<file path="config.mk">
export PLATFORM = sky130hd
export DESIGN_NAME = pslt_cfg
export DESIGN_NICKNAME = d
export VERILOG_FILES = /design/src/rtl/core/pslt_pkg.sv /design/src/rtl/core/pslt_cfg.sv
export SDC_FILE = /design/constraint.sdc
export NUM_CORES = 1
export LEC_CHECK = 0
export BUFFER_PORTS_ARGS = -buffer_cell sky130_fd_sc_hd__buf_2
export CORE_MARGIN = 3
export CORE_UTILIZATION = 40
export DETAILED_ROUTE_END_ITERATION = 8
export PLACE_DENSITY = 0.69
export SLEW_MARGIN = 25
export SYNTH_ARGS = -nofsm -noshare
export SYNTH_HDL_FRONTEND = slang
export SYNTH_SLANG_ARGS = --single-unit
export TNS_END_PERCENT = 10
</file>
<file path="constraint.sdc">
create_clock -name i_clk -period 1.1 [get_ports i_clk]
set_input_delay 0.11 -clock i_clk [delete_from_list [all_inputs] [get_ports i_clk]]
set_output_delay 0.11 -clock i_clk [all_outputs]
set_load 0.01 [all_outputs]
</file>
<file path="src/rtl/core/pslt_pkg.sv">
// ----------------------------------------------------------------------------
// pslt_pkg
// shared types and constants of the per-source packet loss tracker
// ----------------------------------------------------------------------------
package pslt_pkg;

    localparam int ENTRIES    = 32;
    localparam int IDX_W      = (ENTRIES > 1) ? $clog2(ENTRIES) : 1;
    localparam int CFG_IDX_W  = 3;
    localparam int CFG_DATA_W = 16;
    localparam int IN_DATA_W  = 96;
    localparam int OUT_DATA_W = 104;
    localparam int SLOT_W     = 5;

    localparam logic [IDX_W-1:0] LAST_IDX = IDX_W'(ENTRIES - 1);

    typedef enum logic [2:0] {
        ST_COUNTED   = 3'd0,
        ST_DUP       = 3'd1,
        ST_UNCOUNTED = 3'd2,
        ST_REJECT    = 3'd3,
        ST_FULL      = 3'd4
    } t_status;

    typedef enum logic [CFG_IDX_W-1:0] {
        CFG_CLUSTER = 3'd0,
        CFG_COMMAND = 3'd1,
        CFG_COUNTED = 3'd2,
        CFG_POSE    = 3'd3,
        CFG_GAP     = 3'd4
    } t_cfg_idx;

    typedef enum logic [2:0] {
        S_IDLE,
        S_SCAN,
        S_TAIL,
        S_READ,
        S_UPDATE,
        S_PUSH
    } t_state;

    typedef struct packed {
        logic [15:0] cluster;
        logic [7:0]  command;
        logic [7:0]  counted_size;
        logic [7:0]  pose_size;
        logic [15:0] gap_limit;
    } t_cfg;

    // request fields, highest bits first
    typedef struct packed {
        logic [31:0] now_ms;
        logic [15:0] source_addr;
        logic [15:0] seq_number;
        logic [7:0]  payload_size;
        logic [7:0]  command_id;
        logic [15:0] cluster_id;
    } t_frame;

    // result fields, highest bits first
    typedef struct packed {
        logic [31:0]       byte_total;
        logic [31:0]       drop_total;
        logic [31:0]       recv_total;
        logic [SLOT_W-1:0] slot;
        t_status           status;
    } t_result;

    typedef struct packed {
        logic [15:0] addr;
        logic [15:0] prev_seq;
        logic [31:0] recv;
        logic [31:0] drops;
        logic [31:0] bytes;
        logic [31:0] first_ms;
        logic [31:0] last_ms;
    } t_rec;

    typedef struct packed {
        logic             rd_en;
        logic [IDX_W-1:0] rd_idx;
        logic             wr_en;
        logic [IDX_W-1:0] wr_idx;
        t_rec             wr_rec;
    } t_tbl_req;

endpackage

</file>
<file path="src/rtl/core/pslt_cfg.sv">
// ----------------------------------------------------------------------------
// pslt_cfg
// configuration registers, written through a plain index/data port
// ----------------------------------------------------------------------------
module pslt_cfg
    import pslt_pkg::*;
(
    input  logic                  i_clk,
    input  logic                  i_rst_n,
    input  logic                  i_cfg_we,
    input  logic [CFG_IDX_W-1:0]  i_cfg_idx,
    input  logic [CFG_DATA_W-1:0] i_cfg_wdata,
    output t_cfg                  o_cfg
);

    t_cfg r_cfg;

    always_ff @(posedge i_clk) begin
        if (!i_rst_n) begin
            r_cfg.cluster      <= 16'hFC00;
            r_cfg.command      <= 8'h01;
            r_cfg.counted_size <= 8'd50;
            r_cfg.pose_size    <= 8'd15;
            r_cfg.gap_limit    <= 16'd1000;
        end else if (i_cfg_we) begin
            unique case (i_cfg_idx)
                CFG_CLUSTER: r_cfg.cluster      <= i_cfg_wdata;
                CFG_COMMAND: r_cfg.command      <= i_cfg_wdata[7:0];
                CFG_COUNTED: r_cfg.counted_size <= i_cfg_wdata[7:0];
                CFG_POSE:    r_cfg.pose_size    <= i_cfg_wdata[7:0];
                CFG_GAP:     r_cfg.gap_limit    <= i_cfg_wdata;
                default: ;
            endcase
        end
    end

    assign o_cfg = r_cfg;

endmodule

</file>
Yosys cells after proc, flatten, opt, wreduce, memory -nomap -nowiden
Cells that the tools add are included.
{"block": "word_totals", "register_bits": 56, "latchBits": 0, "ramBits": 0, "rom_bits": 0, "in_bits": 22, "out_inout_bits": 56, "wordCells": 15, "n_memories": 0}
{"block": "op_classes", "add_sub_neg": 0, "n_mul": 0, "div_mod_pow": 0, "n_lt_le_gt_ge": 0, "n_eq_ne": 4, "shift": 0, "muxes": 0, "bitwise": 0, "n_reduce_logical": 6}
{"operator": "$reduce_and 2->1", "count": 5}
{"operator": "$eq 3x2->1 const B", "count": 2}
{"operator": "$eq 3x1->1 const B", "count": 1}
{"operator": "$eq 3x3->1 const B", "count": 1}
{"operator": "$logic_not 3->1", "count": 1}

Logic depth before layout (Yosys ltp)
Gate-level depths: netlist of run 1.
{"block": "depth", "ltp_word": 2, "ltp_mapped": 5, "ltp_nobuf": 2}

Worst setup path before layout of run 1
OpenSTA, ideal clock, no wires.
{"block": "synth_timing", "path_type": "input port to flip-flop", "startpoint": "input port i_cfg_idx[0]", "endpoint": "register r_cfg (netlist bit o_cfg[42])", "setup_ns": 0.072, "arrival_ns": 0.855, "t_required_ns": 1.028, "path_slack_ns": 0.174, "path_stages": 4, "path_buffers": 2, "cell_sequence": "nor4b_2 -> buf_4 -> buf_12 -> mux2i_1"}
{"block": "synth_via", "elab_chain_len": 2}
{"element": "from (decl)", "line": "pslt_cfg.sv:11", "text": "input logic [CFG_IDX_W-1:0] i_cfg_idx,"}
{"element": "$logic_not 3->1", "line": "pslt_cfg.sv:26", "text": "unique case (i_cfg_idx)"}
{"element": "$reduce_and 2->1 (no source line)"}
{"element": "to (decl)", "line": "pslt_cfg.sv:16", "text": "t_cfg r_cfg;"}
No other way between the ends.
A chain may end at the register's enable or synchronous reset.

Worst setup path after layout of run 1
{"block": "layout_timing", "startpoint": "register r_cfg (netlist bit o_cfg[42])", "endpoint": "output port o_cfg[42] (netlist bit)"}
{"element": "to (decl)", "line": "pslt_cfg.sv:13", "text": "output t_cfg o_cfg"}
No word-level cell between the ends.

==> impl_metrics.csv, run 1 <==
group,metric,value,unit
critical_path,cp_max_fo,2,
run_status,status,"finished clean",
floorplanning,core_area,5300,um2
cells_and_area,drive_above_1_share,32.1,%
cells_and_area,fin_nets,326,
timing,fmaxAchievable,1070,MHz
cts,cts_tree,"yes",
cts,path_clk_slew,90,ps
grt,grt_pass1_vias,1639,
cts,htreeDepth,2,
floorplanning,start_util,42.9,%
floorplanning,die_x,81.5,um
cts,post_cts_buffers,0,
detailed_routing,ant_nets,0,
timing,clock_skew,0,ps
place,io_buffers,77,
cts,postCtsResizedCells,0,
floorplanning,num_rows,26,
synthesis,yosysSeqAreaShare,49.2,%
hold_path,hold_depth,3,
power_and_ir_drop,worst_ir_drop_vdd,0.566,mV
critical_path,cp_slowest_cell,"dfxtp_1",
critical_path,worst_ep_arrival_time,820,ps
detailed_routing,vias,1762,
timing,fin_hold_ws,49.1,ps
cells_and_area,layout_commonest_cell,"buf_2",
critical_path,path_class,"reg -> out",
critical_path,startpoint_type,"flip-flop",
critical_path,slowest_delay,370,ps
cts,cts.sinks,56,
timing,tightest_slew,244,ps
grt,grt_pass1_wl,8160,um
cts,cts_hold_buf,0,
timing,setup-tns-final,0,ps
synthesis,synth.distinct_cells,13,
critical_path,rrSetupSlack,460,ps
timing,final-max-slew-violation-count,0,
synthesis,synth-seq-cells,56,
timing,slew_headroom,83.7,%
floorplanning,die_h,81.5,um
critical_path,r2r-end,"o_cfg[16]",
timing,final-hold-violation-count,0,
place,gp_congestion,0.745,
grt,antenna_found_initial,0,
synthesis,yosysWarningCount,0,
floorplanning,ios,78,
cts,clkLatencyLatePin,300,ps
critical_path,worstPathCellList,"buf_2",
cells_and_area,largest_reg_flops,56,
flow_run,drv_cap,0,
critical_path,required,990,ps
power_and_ir_drop,leakage,1.27,nW
place,dp_hpwl,3790,um
grt,grt_usage,16.3,%
critical_path,crit_family,"flip-flops",
grt,grt_max_degree,53,
hold_path,worstHoldStart,"i_cfg_wdata[13]",
critical_path,ff2ff_path_depth,2,
hold_path,holdPathEnd,"o_cfg[13]",
cts,ctsRootBufferMaster,"clkbuf_8",
timing,period_share,84.8,%
detailed_routing,wl,5070,um
cts,clock_path_buffers,2,
cells_and_area,area_growth_syn_to_layout,27.1,%
timing,rsz0062_at_grt,"no",
detailed_routing,drc,0,
floorplanning,dieArea,6630,um2
detailed_routing,drt_iter0_drc,81,
critical_path,critPathBufInv,1,
detailed_routing,detail_route.wl_per_cell,13.5,um
hold_path,hold_class,"in -> reg",
cells_and_area,layout_common_cells,"buf_2, mux2i_1, dfxtp_1, nand2_1, nor2b_1",
detailed_routing,dr.pass1.iters,4,
critical_path,crit_path_end_kind,"primary output",
cts,cts_buffers,5,
detailed_routing,vias_per_cell,4.70,
synthesis,netlist_instances,223,
synthesis,synth_area_per_cell,10.2,um2
synthesis,syn_nets,245,
timing,setup_viol,0,
cells_and_area,antennaDiodeCount,0,
power_and_ir_drop,powerDensity,1240,nW/um2
synthesis,synthesis.area,2280,um2
critical_path,r2r-start,"o_cfg[16]",
timing,period_minus_slack,933,ps
grt,grt_overflow,0,
per-stage QoR:
step           utilization (%)  power [mW]  instances  setup slack [ps]  area (um2)
3_5_place_dp              52.8        2.50        367              20.4        2800
2_1_floorplan                -        2.34        223               174        2280
5_1_grt                   54.6        3.77        375              98.0        2900
3_3_place_gp              52.8        2.49        367              70.1        2800
4_1_cts                   54.6        3.65        375               147        2900
6_report                  54.6        3.60        375               167        2900
logic make-up (layout without fill, tap and decap cells):
group                  count (synthesis)  after routing  synth area share (%)
buffers and inverters                 16             98                  4.07
and+or+nand+nor                       95             95                  22.1
muxes                                 56             56                  24.6
DFF                                   56             56                  49.2
Yosys cell counts, drive strengths merged:
master	number	area (um2)
dfxtp	56	1120
mux2i	56	561
nand2	52	195
nor2b	36	225
buf	8	62.6
clkbuf	8	30.0
and4bb	3	37.5
and4b	1	10.0
nand4b	1	8.76
nand4bb	1	11.3
nor4b	1	15.0
power by group:
part | internal (mW) | switching [mW]
logic | 0.167 | 0.189
registers | 2.07 | 0.0229
clock network | 0.513 | 0.634
total | 2.75 | 0.846
area by class of cell:
type,instances,area [um2]
Sequential cell,56,1120
Clock buffer,7,86.3
Fill cell,499,2410
Multi-Input combinational cell,151,1070
Clock inverter,1,7.51
Timing Repair Buffer,90,520
Tap cell,70,87.6
metal layers:
layer  vias up  share of wire [%]  wire length [um]  GRT usage (%)
met4         0                1.3                68           5.57
met5         -                  0                 0              0
li1        893                  -                 -              -
met3         7                7.4               376           4.82
met2        55                 43              2190           24.8
met1       807                 48              2430           21.8
how the worst max path moves through the flow:
stage                     slack [ps]         to         start  cells past startpoint
after floorplan                  170  o_cfg[42]  i_cfg_idx[0]                      4
after global placement            70  o_cfg[40]  i_cfg_idx[0]                      4
after detailed placement          20  o_cfg[48]  i_cfg_idx[0]                      4
after CTS                        150  o_cfg[42]     o_cfg[42]                      1
after global routing             100  o_cfg[42]     o_cfg[42]                      1
final                            170  o_cfg[42]     o_cfg[42]                      1
Note: power is estimated with default switching activity, not from simulation.
==> run 2: changes to the inputs <==
Settings changed: PLACE_DENSITY 0.69 to 0.72.
Clock period 1.1 ns to 0.8 ns, I/O delays scaled along.
==> run 2 against run 1 <==
The flow now finishes with violations (setup timing). Sequential share of layout area down 3.5 points. Clock power up 39%. Design area up 17%. Worst hold slack worse by 37 ps. Final cell count up 1.1%. Non-clock buffer count up 4.
==> impl_metrics.csv, run 2 (synthesis results as in run 1) <==
group,metric,value,unit
place,dp_hpwl,3740,um
cells_and_area,antennaDiodeCount,0,
power_and_ir_drop,leakage,1.40,nW
timing,fmaxAchievable,1170,MHz
grt,grt_pass1_vias,1745,
floorplanning,core_area,5300,um2
cells_and_area,layoutNonFillerInstCount,379,
cts,clkLatencyLatePin,310,ps
timing,final-max-slew-violation-count,0,
timing,rsz0062_at_grt,"yes",
place,io_buffers,77,
floorplanning,die_x,81.5,um
critical_path,startpoint_type,"flip-flop",
detailed_routing,detail_route.wl_per_cell,13.7,um
critical_path,crit_path_end_kind,"primary output",
detailed_routing,ant_nets,0,
flow_run,drv_cap,0,
floorplanning,start_util,42.9,%
critical_path,path_class,"reg -> out",
cts,path_clk_slew,110,ps
timing,period_minus_slack,858,ps
power_and_ir_drop,powerDensity,1500,nW/um2
critical_path,slowest_delay,360,ps
place,gp_congestion,0.761,
detailed_routing,drt_iter0_drc,62,
grt,grt_overflow,0,
critical_path,critPathBufInv,1,
cts,ctsRootBufferMaster,"clkbuf_8",
timing,period_share,107,%
timing,slew_headroom,82.9,%
timing,tightest_slew,256,ps
hold_path,hold_class,"in -> reg",
detailed_routing,vias,1773,
detailed_routing,vias_per_cell,4.68,
detailed_routing,wl,5190,um
critical_path,crit_family,"flip-flops",
critical_path,worstPathCellList,"buf_6",
cts,cts_tree,"yes",
cts,cts_buffers,5,
cts,clock_path_buffers,2,
cells_and_area,area_growth_syn_to_layout,48.6,%
critical_path,required,720,ps
run_status,violations,"setup timing",
detailed_routing,drc,0,
cells_and_area,drive_above_1_share,51.5,%
floorplanning,ios,78,
cts,cts.sinks,56,
detailed_routing,dr.pass1.iters,4,
timing,setup_viol,56,
timing,clock_skew,0,ps
cells_and_area,largest_reg_flops,56,
critical_path,worst_ep_arrival_time,780,ps
power_and_ir_drop,worst_ir_drop_vdd,0.945,mV
grt,grt_pass1_wl,8340,um
timing,setup_ws,-57.9,ps
grt,grt_max_degree,31,
cells_and_area,fin_nets,330,
cells_and_area,layout_common_cells,"mux2i_1, dfxtp_2, buf_6, nand2_1, nor2b_1",
grt,grt_usage,16.4,%
timing,final-hold-violation-count,0,
floorplanning,num_rows,26,
cts,htreeDepth,2,
cells_and_area,n_fill_cell,432,
timing,setup-tns-final,-2320,ps
floorplanning,dieArea,6630,um2
place,place_inst,370,
grt,antenna_found_initial,0,
critical_path,cp_max_fo,2,
place,place_ws,-234,ps
run_status,status,"finished with violations",
critical_path,cp_slowest_cell,"dfxtp_2",
floorplanning,die_h,81.5,um
timing,fin_hold_ws,12.2,ps
run 2: cell count changes in the layout (fill, tap and decap cells not counted), sizes merged:
| cell | change |
|---|---|
| buf | +4 |
| clkbuf | -2 |
| inv | +2 |
run 2: area by class of cell:
| cell class | count | area [um2] | share of cell area [%] |
|---|---|---|---|
| repair buffers | 94 | 938 | 27.7 |
| clock buffers | 5 | 68.8 | 2.03 |
| multi-input cells | 151 | 1070 | 31.7 |
| clock inverters | 3 | 25.0 | 0.740 |
| flip-flops and latches | 56 | 1190 | 35.2 |
| well taps | 70 | 87.6 | 2.59 |
run 2: where the power goes:
group          internal (mW)  switching [mW]  leakage, nW
Clock                  0.640           0.960       0.0452
Combinational          0.318           0.264        0.895
Sequential              2.86          0.0455        0.462
run 2: worst reg2reg max path, delay by kind of cell, from the launching register on:
| kind | cells | cell delay, ps |
|---|---|---|
| muxes | 1 | 120 |
| buffers and inverters | 1 | 100 |
| and+or+nand+nor | 1 | 40 |
| DFF | 1 | 350 |
run 2: path summary, 6_finish.rpt:
| kind | from | end | slack (ps) | cells past startpoint |
|---|---|---|---|---|
| min reg2reg | o_cfg[49] | o_cfg[49] | 470 | 2 |
| max reg2reg | o_cfg[22] | o_cfg[22] | 120 | 3 |
| max | o_cfg[44] | o_cfg[44] | -60 | 1 |
| min | i_cfg_wdata[12] | o_cfg[12] | 10 | 3 |
run 2: timing repair:
| action | in CTS | in global routing |
|---|---|---|
| gates cloned | 0 | 0 |
| setup endpoints to repair | 56 | 56 |
| hold buffers | 0 | 0 |
| setup buffers | 1 | 0 |
| gates resized for setup | 113 | 0 |
run 2: metrics by stage:
stage	cell area, um2	utilization [%]	power, mW
final	3380	63.8	5.09
after global routing	3380	63.8	5.30
after CTS	3380	63.8	5.14
after detailed placement	2860	54.0	3.46
after global placement	2860	54.0	3.45
after floorplan	2290	-	3.22
run 2: layer usage:
metal  routed length, um  track usage [%]  share of wire (%)
met1                2310             20.9                 45
met2                2490             27.0                 48
met3                 312             4.39                6.0
met4                  74             5.07                1.4
met5                   0                0                  0
