**config.mk**
```make
export PLATFORM = sky130hd
export DESIGN_NAME = pslt_engine
export DESIGN_NICKNAME = d
export VERILOG_FILES = /design/src/rtl/core/pslt_pkg.sv /design/src/rtl/core/pslt_engine.sv
export SDC_FILE = /design/constraint.sdc
export NUM_CORES = 1
export LEC_CHECK = 0
export BUFFER_PORTS_ARGS = -buffer_cell sky130_fd_sc_hd__buf_2
export CAP_MARGIN = 40
export CORE_AREA = 5 5 256 258
export CTS_CLUSTER_SIZE = 8
export DETAILED_ROUTE_END_ITERATION = 10
export DIE_AREA = 0 0 261 263
export GPL_TIMING_DRIVEN = 0
export PLACE_DENSITY = 0.57
export SLEW_MARGIN = 15
export SYNTH_ARGS = -nofsm -noshare
export SYNTH_HDL_FRONTEND = slang
export SYNTH_SLANG_ARGS = --single-unit
```
**constraint.sdc**
```tcl
create_clock -name i_clk -period 13.6 [get_ports i_clk]
set_clock_uncertainty 0.05 [all_clocks]
set_input_delay 0.68 -clock i_clk [delete_from_list [all_inputs] [get_ports i_clk]]
set_output_delay 0.68 -clock i_clk [all_outputs]
set_load 0.01 [all_outputs]
```
**src/rtl/core/pslt_pkg.sv**
```systemverilog
// ----------------------------------------------------------------------------
// pslt_pkg
// shared types and constants of the per-source packet loss tracker
// ----------------------------------------------------------------------------
package pslt_pkg;

    localparam int ENTRIES    = 32;
    localparam int IDX_W      = (ENTRIES > 1) ? $clog2(ENTRIES) : 1;
    localparam int CFG_IDX_W  = 3;
    localparam int CFG_DATA_W = 16;
    localparam int IN_DATA_W  = 96;
    localparam int OUT_DATA_W = 104;
    localparam int SLOT_W     = 5;

    localparam logic [IDX_W-1:0] LAST_IDX = IDX_W'(ENTRIES - 1);

    typedef enum logic [2:0] {
        ST_COUNTED   = 3'd0,
        ST_DUP       = 3'd1,
        ST_UNCOUNTED = 3'd2,
        ST_REJECT    = 3'd3,
        ST_FULL      = 3'd4
    } t_status;

    typedef enum logic [CFG_IDX_W-1:0] {
        CFG_CLUSTER = 3'd0,
        CFG_COMMAND = 3'd1,
        CFG_COUNTED = 3'd2,
        CFG_POSE    = 3'd3,
        CFG_GAP     = 3'd4
    } t_cfg_idx;

    typedef enum logic [2:0] {
        S_IDLE,
        S_SCAN,
        S_TAIL,
        S_READ,
        S_UPDATE,
        S_PUSH
    } t_state;

    typedef struct packed {
        logic [15:0] cluster;
        logic [7:0]  command;
        logic [7:0]  counted_size;
        logic [7:0]  pose_size;
        logic [15:0] gap_limit;
    } t_cfg;

    // request fields, highest bits first
    typedef struct packed {
        logic [31:0] now_ms;
        logic [15:0] source_addr;
        logic [15:0] seq_number;
        logic [7:0]  payload_size;
        logic [7:0]  command_id;
        logic [15:0] cluster_id;
    } t_frame;

    // result fields, highest bits first
    typedef struct packed {
        logic [31:0]       byte_total;
        logic [31:0]       drop_total;
        logic [31:0]       recv_total;
        logic [SLOT_W-1:0] slot;
        t_status           status;
    } t_result;

    typedef struct packed {
        logic [15:0] addr;
        logic [15:0] prev_seq;
        logic [31:0] recv;
        logic [31:0] drops;
        logic [31:0] bytes;
        logic [31:0] first_ms;
        logic [31:0] last_ms;
    } t_rec;

    typedef struct packed {
        logic             rd_en;
        logic [IDX_W-1:0] rd_idx;
        logic             wr_en;
        logic [IDX_W-1:0] wr_idx;
        t_rec             wr_rec;
    } t_tbl_req;

endpackage

```
**src/rtl/core/pslt_engine.sv**
```systemverilog
// ----------------------------------------------------------------------------
// pslt_engine
// frame filter, linear entry search and read-modify-write of one entry
// ----------------------------------------------------------------------------
module pslt_engine
    import pslt_pkg::*;
(
    input  logic     i_clk,
    input  logic     i_rst_n,
    input  t_cfg     i_cfg,
    input  logic     i_in_valid,
    output logic     o_in_ready,
    input  t_frame   i_in_frame,
    output logic     o_out_valid,
    input  logic     i_out_ready,
    output t_result  o_out_res,
    output t_tbl_req o_tbl,
    input  t_rec     i_rd_rec
);

    t_state           r_state;
    t_state           n_state;
    t_frame           r_frame;
    t_result          r_res;
    t_result          r_out;
    logic             r_out_vld;
    logic [IDX_W-1:0] r_idx;
    logic             r_pend;
    logic [IDX_W-1:0] r_pend_idx;
    logic             r_hit;
    logic [IDX_W-1:0] r_hit_idx;
    logic             r_emp;
    logic [IDX_W-1:0] r_emp_idx;
    logic [IDX_W-1:0] r_sel_idx;
    logic             r_claim;

    logic             w_accept;
    logic             w_pass;
    logic             w_pose;
    logic             w_counted;
    logic             w_push;
    logic [IDX_W-1:0] w_choice;
    t_rec             w_base;
    t_rec             w_new;
    logic [15:0]      w_diff;
    logic             w_dup;
    logic             w_gap_add;
    logic [31:0]      w_sel32;
    t_result          w_upd_res;
    t_result          w_front_res;
    t_result          w_full_res;

    // frame filter
    assign w_accept  = i_in_valid && o_in_ready;
    assign w_pass    = (i_in_frame.cluster_id == i_cfg.cluster)
                    && (i_in_frame.command_id == i_cfg.command);
    assign w_pose    = i_in_frame.payload_size == i_cfg.pose_size;
    assign w_counted = w_pass && !w_pose
                    && (i_in_frame.payload_size == i_cfg.counted_size);
    assign w_push    = !r_out_vld || i_out_ready;
    assign w_choice  = r_hit ? r_hit_idx : r_emp_idx;

    // results without an entry
    always_comb begin
        w_front_res        = '0;
        w_front_res.status = (w_pass && w_pose) ? ST_UNCOUNTED : ST_REJECT;
        w_full_res         = '0;
        w_full_res.status  = ST_FULL;
    end

    // entry update
    always_comb begin
        w_base    = r_claim ? '0 : i_rd_rec;
        w_diff    = r_frame.seq_number - w_base.prev_seq;
        w_dup     = !r_claim && (w_diff == 16'd0);
        w_gap_add = !r_claim && (w_diff > 16'd1) && (w_diff < i_cfg.gap_limit);
        w_new          = w_base;
        w_new.addr     = r_frame.source_addr;
        w_new.prev_seq = r_frame.seq_number;
        w_new.recv     = w_base.recv + 32'd1;
        w_new.drops    = w_base.drops + (w_gap_add ? 32'(w_diff - 16'd1) : 32'd0);
        w_new.bytes    = w_base.bytes + 32'(r_frame.payload_size);
        w_new.first_ms = (w_new.recv == 32'd1) ? r_frame.now_ms : w_base.first_ms;
        w_new.last_ms  = r_frame.now_ms;
        w_sel32        = 32'(r_sel_idx);
        w_upd_res.slot = w_sel32[SLOT_W-1:0];
        if (w_dup) begin
            w_upd_res.status     = ST_DUP;
            w_upd_res.recv_total = w_base.recv;
            w_upd_res.drop_total = w_base.drops;
            w_upd_res.byte_total = w_base.bytes;
        end else begin
            w_upd_res.status     = ST_COUNTED;
            w_upd_res.recv_total = w_new.recv;
            w_upd_res.drop_total = w_new.drops;
            w_upd_res.byte_total = w_new.bytes;
        end
    end

    // next state
    always_comb begin
        n_state = r_state;
        unique case (r_state)
            S_IDLE: begin
                if (i_in_valid) begin
                    n_state = w_counted ? S_SCAN : S_PUSH;
                end
            end
            S_SCAN: begin
                if (r_idx == LAST_IDX) begin
                    n_state = S_TAIL;
                end
            end
            S_TAIL:   n_state = S_READ;
            S_READ:   n_state = (r_hit || r_emp) ? S_UPDATE : S_PUSH;
            S_UPDATE: n_state = S_PUSH;
            S_PUSH: begin
                if (w_push) begin
                    n_state = S_IDLE;
                end
            end
            default:  n_state = S_IDLE;
        endcase
    end

    // outputs
    always_comb begin
        o_in_ready    = 1'b0;
        o_tbl.rd_en   = 1'b0;
        o_tbl.rd_idx  = r_idx;
        o_tbl.wr_en   = 1'b0;
        o_tbl.wr_idx  = r_sel_idx;
        o_tbl.wr_rec  = w_new;
        unique case (r_state)
            S_IDLE:   o_in_ready = 1'b1;
            S_SCAN:   o_tbl.rd_en = 1'b1;
            S_READ: begin
                o_tbl.rd_en  = 1'b1;
                o_tbl.rd_idx = w_choice;
            end
            S_UPDATE: o_tbl.wr_en = !w_dup;
            default: ;
        endcase
    end

    always_ff @(posedge i_clk) begin
        if (!i_rst_n) begin
            r_state   <= S_IDLE;
            r_out_vld <= 1'b0;
            r_pend    <= 1'b0;
            r_hit     <= 1'b0;
            r_emp     <= 1'b0;
            r_idx     <= '0;
        end else begin
            r_state <= n_state;
            r_pend  <= r_state == S_SCAN;

            // search compare on returned entries, lowest index wins
            if (r_pend) begin
                if (!r_hit && (i_rd_rec.addr == r_frame.source_addr)) begin
                    r_hit     <= 1'b1;
                    r_hit_idx <= r_pend_idx;
                end
                if (!r_emp && (i_rd_rec.addr == 16'd0)) begin
                    r_emp     <= 1'b1;
                    r_emp_idx <= r_pend_idx;
                end
            end

            unique case (r_state)
                S_IDLE: begin
                    if (w_accept) begin
                        r_frame <= i_in_frame;
                        r_hit   <= 1'b0;
                        r_emp   <= 1'b0;
                        r_idx   <= '0;
                        r_res   <= w_front_res;
                    end
                end
                S_SCAN: begin
                    r_pend_idx <= r_idx;
                    if (r_idx != LAST_IDX) begin
                        r_idx <= r_idx + 1'b1;
                    end
                end
                S_READ: begin
                    r_sel_idx <= w_choice;
                    r_claim   <= !r_hit;
                    r_res     <= w_full_res;
                end
                S_UPDATE: r_res <= w_upd_res;
                default: ;
            endcase

            if (r_state == S_PUSH && w_push) begin
                r_out_vld <= 1'b1;
                r_out     <= r_res;
            end else if (i_out_ready) begin
                r_out_vld <= 1'b0;
            end
        end
    end

    assign o_out_valid = r_out_vld;
    assign o_out_res   = r_out;

endmodule

```
# Word level (Yosys, flattened, before mapping)
# Cells that the tools add are included.
# word_totals
mem_count	0
ram_bits	0
inputBits	348
output_inout_bits	310
ff_bits	313
latch_bits	0
word_cells	118
rom_bits	0
# classes
add_sub_neg	6
n_mul	0
eq_ne	18
reduce_logical	35
n_lt_le_gt_ge	2
mux	32
shift	0
div_mod_pow	0
bitwise	0
# ops
op	count
one-hot mux 104 bit (3 select lines)	1
2-to-1 mux 176 bit	1
2-to-1 mux 104 bit	1
2-to-1 mux 96 bit	1
2-to-1 mux 32 bit	2
adder 32 x 1 -> 32 bit (second input constant)	1
adder 32 bit	1
adder 32 x 8 -> 32 bit	1
== test 16 bit	2
== test 32 x 1 -> 1 bit (second input constant)	1
logical NOT 16 bit	2
== test 8 bit	3
2-to-1 mux 5 bit	4
one-hot mux 3 bit (6 select lines)	1
AND reduction 3 bit	6
subtractor 16 x 1 -> 17 bit (second input constant)	1
greater-than comparator 16 x 1 -> 1 bit (second input constant)	1
less-than comparator 16 bit	1
2-to-1 mux 1 bit	16
subtractor 16 bit	1
2-to-1 mux 3 bit	4
logical AND 1 bit	11
one-hot mux 5 bit (2 select lines)	1
inequality test 2 bit (second input constant)	4
other kinds (14)	25

# Logic depth before layout (Yosys ltp)
# logic_depth
word_depth	9
ltp_mapped	38
mapped_depth_nobuf	31

# Worst setup path after synthesis
# OpenSTA, ideal clock, no wires.
# synth_timing
path_kind	register to output
start	register r_claim
end	output o_tbl[127] (netlist bit)
n_path_buf	7
arrival_time_ps	7988
required_ps	12870
slack_ps	4882
stages_incl_launch_ff	36
cell_sequence	edfxtp_1 buf_6 buf_6 clkbuf_1 clkbuf_1 buf_6 clkbuf_1 nor2b_1 ha_1 inv_1 fa_1 a211oi_1 o21ai_1 a21oi_1 nor2b_1 o31ai_1 inv_1 ha_1 nor3_1 o21ai_0 a211oi_1 a21oi_1 maj3_1 a31o_2 nor3_1 ha_1 clkbuf_1 a21oi_1 o22a_1 a21o_1 o211ai_1 o21ai_0 a21oi_1 o211ai_1 xor2_1 xnor2_1
# synth_rtl
item	line_no	rtl
start, declared	pslt_engine.sv:35	logic r_claim;
start signal, assigned	pslt_engine.sv:188	r_claim <= !r_hit;
end, declared	pslt_engine.sv:17	output t_tbl_req o_tbl,

==> results.yml <==
critical_path:
  worstPathRequired_ps: 12870
  worstPathArrival_ps: 10890
  cp-start-kind: "register"
  cp_slowest_stage_delay_ps: 740
  cp-end-kind: "primary output"
  cpMaxStageDelayCell: "o311ai_0"
  worstPathMaxFanout: 10
  critical_path_class: "register to primary output"
synthesis:
  syn_inst: 1774
  synth.area.top_cells: "edfxtp_1, ha_1, nand2_1"
  synthTopCellsByCount: "edfxtp_1, nand2_1, a21oi_1"
  yosysSeqAreaShare: 0.495
  synth_top_area_share: 0.482
  yosys_warnings: 0
  synth_top_family_by_area: "simple AND/OR/NAND/NOR gates"
  synth_area_leader_cell: "edfxtp_1"
  async_reset_ff_frac: 0
  synth_fa_ha_area_frac: 0.0545
  yosysUniqueCellTypes: 72
  yosys_register_bits: 313
  avgSynthCellArea_um2: 10.6
  synthMuxAreaShare: 0.0336
  synth-compound-area-share: 0.103
  synth-edff-count: 301
  synth_most_common_cell: "edfxtp_1"
  synth-main-ff-cell: "edfxtp_1"
  synth_xor_xnor_area_share: 0.0711
  syn_area_mm2: 0.0187
  syn_nets: 2201
  yosys.area_share.simple: 0.187
cts:
  clk_latency_ps: 580
  ctsResizeCount: 0
  cts_tree: "yes"
  htree_levels: 2
  cts_root_buffer: "clkbuf_16"
  clock-sinks: 313
  postCtsSetupBuffers: 0
  cts_hold_buf: 0
  clockBufferDepth: 3
  cts_buffers: 46
  path_clk_slew_ps: 60
routing:
  wl_per_cell_um: 24.3
  drc: 0
  first_pass_iters: 5
  vias: 16600
  ant_nets: 0
  routed_wirelength_um: 80900
  drt_iter0_markers: 1075
  drt-vias-per-instance: 4.97
power:
  ir_drop_mv: 0.0876
  switchingPower_mw: 1.03
  powerDensity_mw_per_mm2: 132
  seqPwrFrac: 0.410
  switching_share: 0.319
  cellInternalPower_mw: 2.21
  clkPwrFrac: 0.327
  p_comb_frac: 0.263
  p_leak_nw: 10.2
global_route:
  grt_pass1_wl_um: 114000
  grt_pass1_vias: 16900
  grt.total_usage: 0.224
  gr-total-overflow: 0
  antenna_found_initial: 11
  grt_max_degree: 58
die:
  initial_utilization: 0.299
  die_x_um: 261
  pin_count: 658
  core_mm2: 0.0627
  die_height_um: 263
  fp.dieArea_mm2: 0.0686
  num_rows: 92
placed_design:
  pre_cts_ws_ps: 2530
  placed_cell_area_mm2: 0.0233
  port_buffers: 625
  gp_congestion: 0.928
  hpwlAfterDp_um: 66500
sta:
  final.setup.worst_slack_ps: 1980
  max_slew.worst_pin.slew_ps: 896
  fin_crit_sh: 0.855
  slew_violations: 0
  finalSetupViolations: 0
  period_needed_ps: 11620
  setup_tns_ps: 0
  rsz0062_at_grt: "no"
  slew_headroom: 0.399
  hold_viol: 0
  max_freq_mhz: 86.0
finish:
  drive_gt1_frac: 0.348
  fin_nets: 2896
  syn2layout_area_growth_pct: 31.2
  final_cell_area_mm2: 0.0246
outcome:
  outcome: "completed"
job:
  maxCapViolCount: 0
min_path:
  hp-class: "input port to register"
-- layout make-up --
cell class / count / area (um^2)
timing repair buffer: 647 / 3460
buffer: 129 / 822
clock inverter: 6 / 81.3
tap: 846 / 1060
fill: 6193 / 38200
multi-input combinational: 1277 / 8450
antenna: 7 / 17.5
sequential: 313 / 9280
inverter: 55 / 206
clock buffer: 56 / 1200
-- kinds of logic after synthesis --
| group | after synthesis |
|---|---|
| simple gates | 686 |
| flops | 313 |
| mux | 46 |
| compound gates | 313 |
| fa+ha+maj | 80 |
| xor+xnor | 152 |
| buf+inv | 184 |
-- stage by stage --
stage,utilization,instances,hold slack [ps],power [mW]
4_1_cts,0.391,3327,182,3.28
6_report,0.392,3336,223,3.24
3_5_place_dp,0.371,3265,355,2.20
5_1_grt,0.392,3331,191,3.39
3_3_place_gp,0.365,3245,352,2.17
2_1_floorplan,-,1774,350,1.79
-- flip-flops by register name, indices dropped and copies added, names as in the netlist, 3 cells and up --
signal      flops
r_frame         8
r_pend_idx      5
r_state         3
o_out_res     104
r_hit_idx       5
r_idx           5
r_emp_idx       5
o_tbl          64
r_res         104
r_sel_idx       5
-- routing by layer --
metal	vias to the layer above	track usage	share of wire
li1	7730	-	-
met1	7996	0.276	0.40
met2	718	0.396	0.50
met3	140	0.0502	0.075
met4	12	0.0601	0.027
met5	-	0	0.00085
-- power groups by stage --
stage / logic (mW) / registers [mW] / clock network (mW)
final: 0.852 / 1.33 / 1.06
after detailed placement: 0.855 / 1.35 / 0
after global routing: 0.922 / 1.34 / 1.13
after floorplan: 0.445 / 1.34 / 0
after global placement: 0.802 / 1.37 / 0
after CTS: 0.858 / 1.33 / 1.09
-- final timing paths --
kind                  start            to  slack [ps]  depth (start not counted)
min          i_in_frame[62]    o_tbl[190]         220                          1
max                 r_claim    o_tbl[125]        1980                         30
max reg2reg         r_claim     r_res[69]        3100                         31
min reg2reg        r_res[0]  o_out_res[0]         360                          0
-- cell usage in the layout, fill, tap and decap left out, drive strengths merged, types with 7 or more instances in the layout --
cell type / count
xnor2: 83
diode: 7
a21boi: 7
nor3: 46
dfxtp: 12
a211o: 9
nor2: 125
nand4: 30
mux2: 45
clkbuf: 101
a211oi: 20
nand2b: 17
ha: 76
nor4: 26
and3: 18
and2: 14
buf: 731
or2: 7
or4: 13
o21a: 14
xor2: 69
and2b: 30
a21oi: 133
inv: 56
edfxtp: 301
o211ai: 12
o31ai: 10
a21o: 19
nand3: 38
or3: 21
o21ai: 53
nor2b: 66
nand2: 215
-- critical path: cells and delay by family, from the launching register on --
family / cells / cell delay, ps
AO/OA/AOI/OAI: 12 / 4060
buffers and inverters: 10 / 3240
AND/OR/NAND/NOR: 5 / 1570
flip-flops: 1 / 630
adder cells (fa/ha/maj): 3 / 780
No activity file was read; power rests on OpenSTA's default activity.
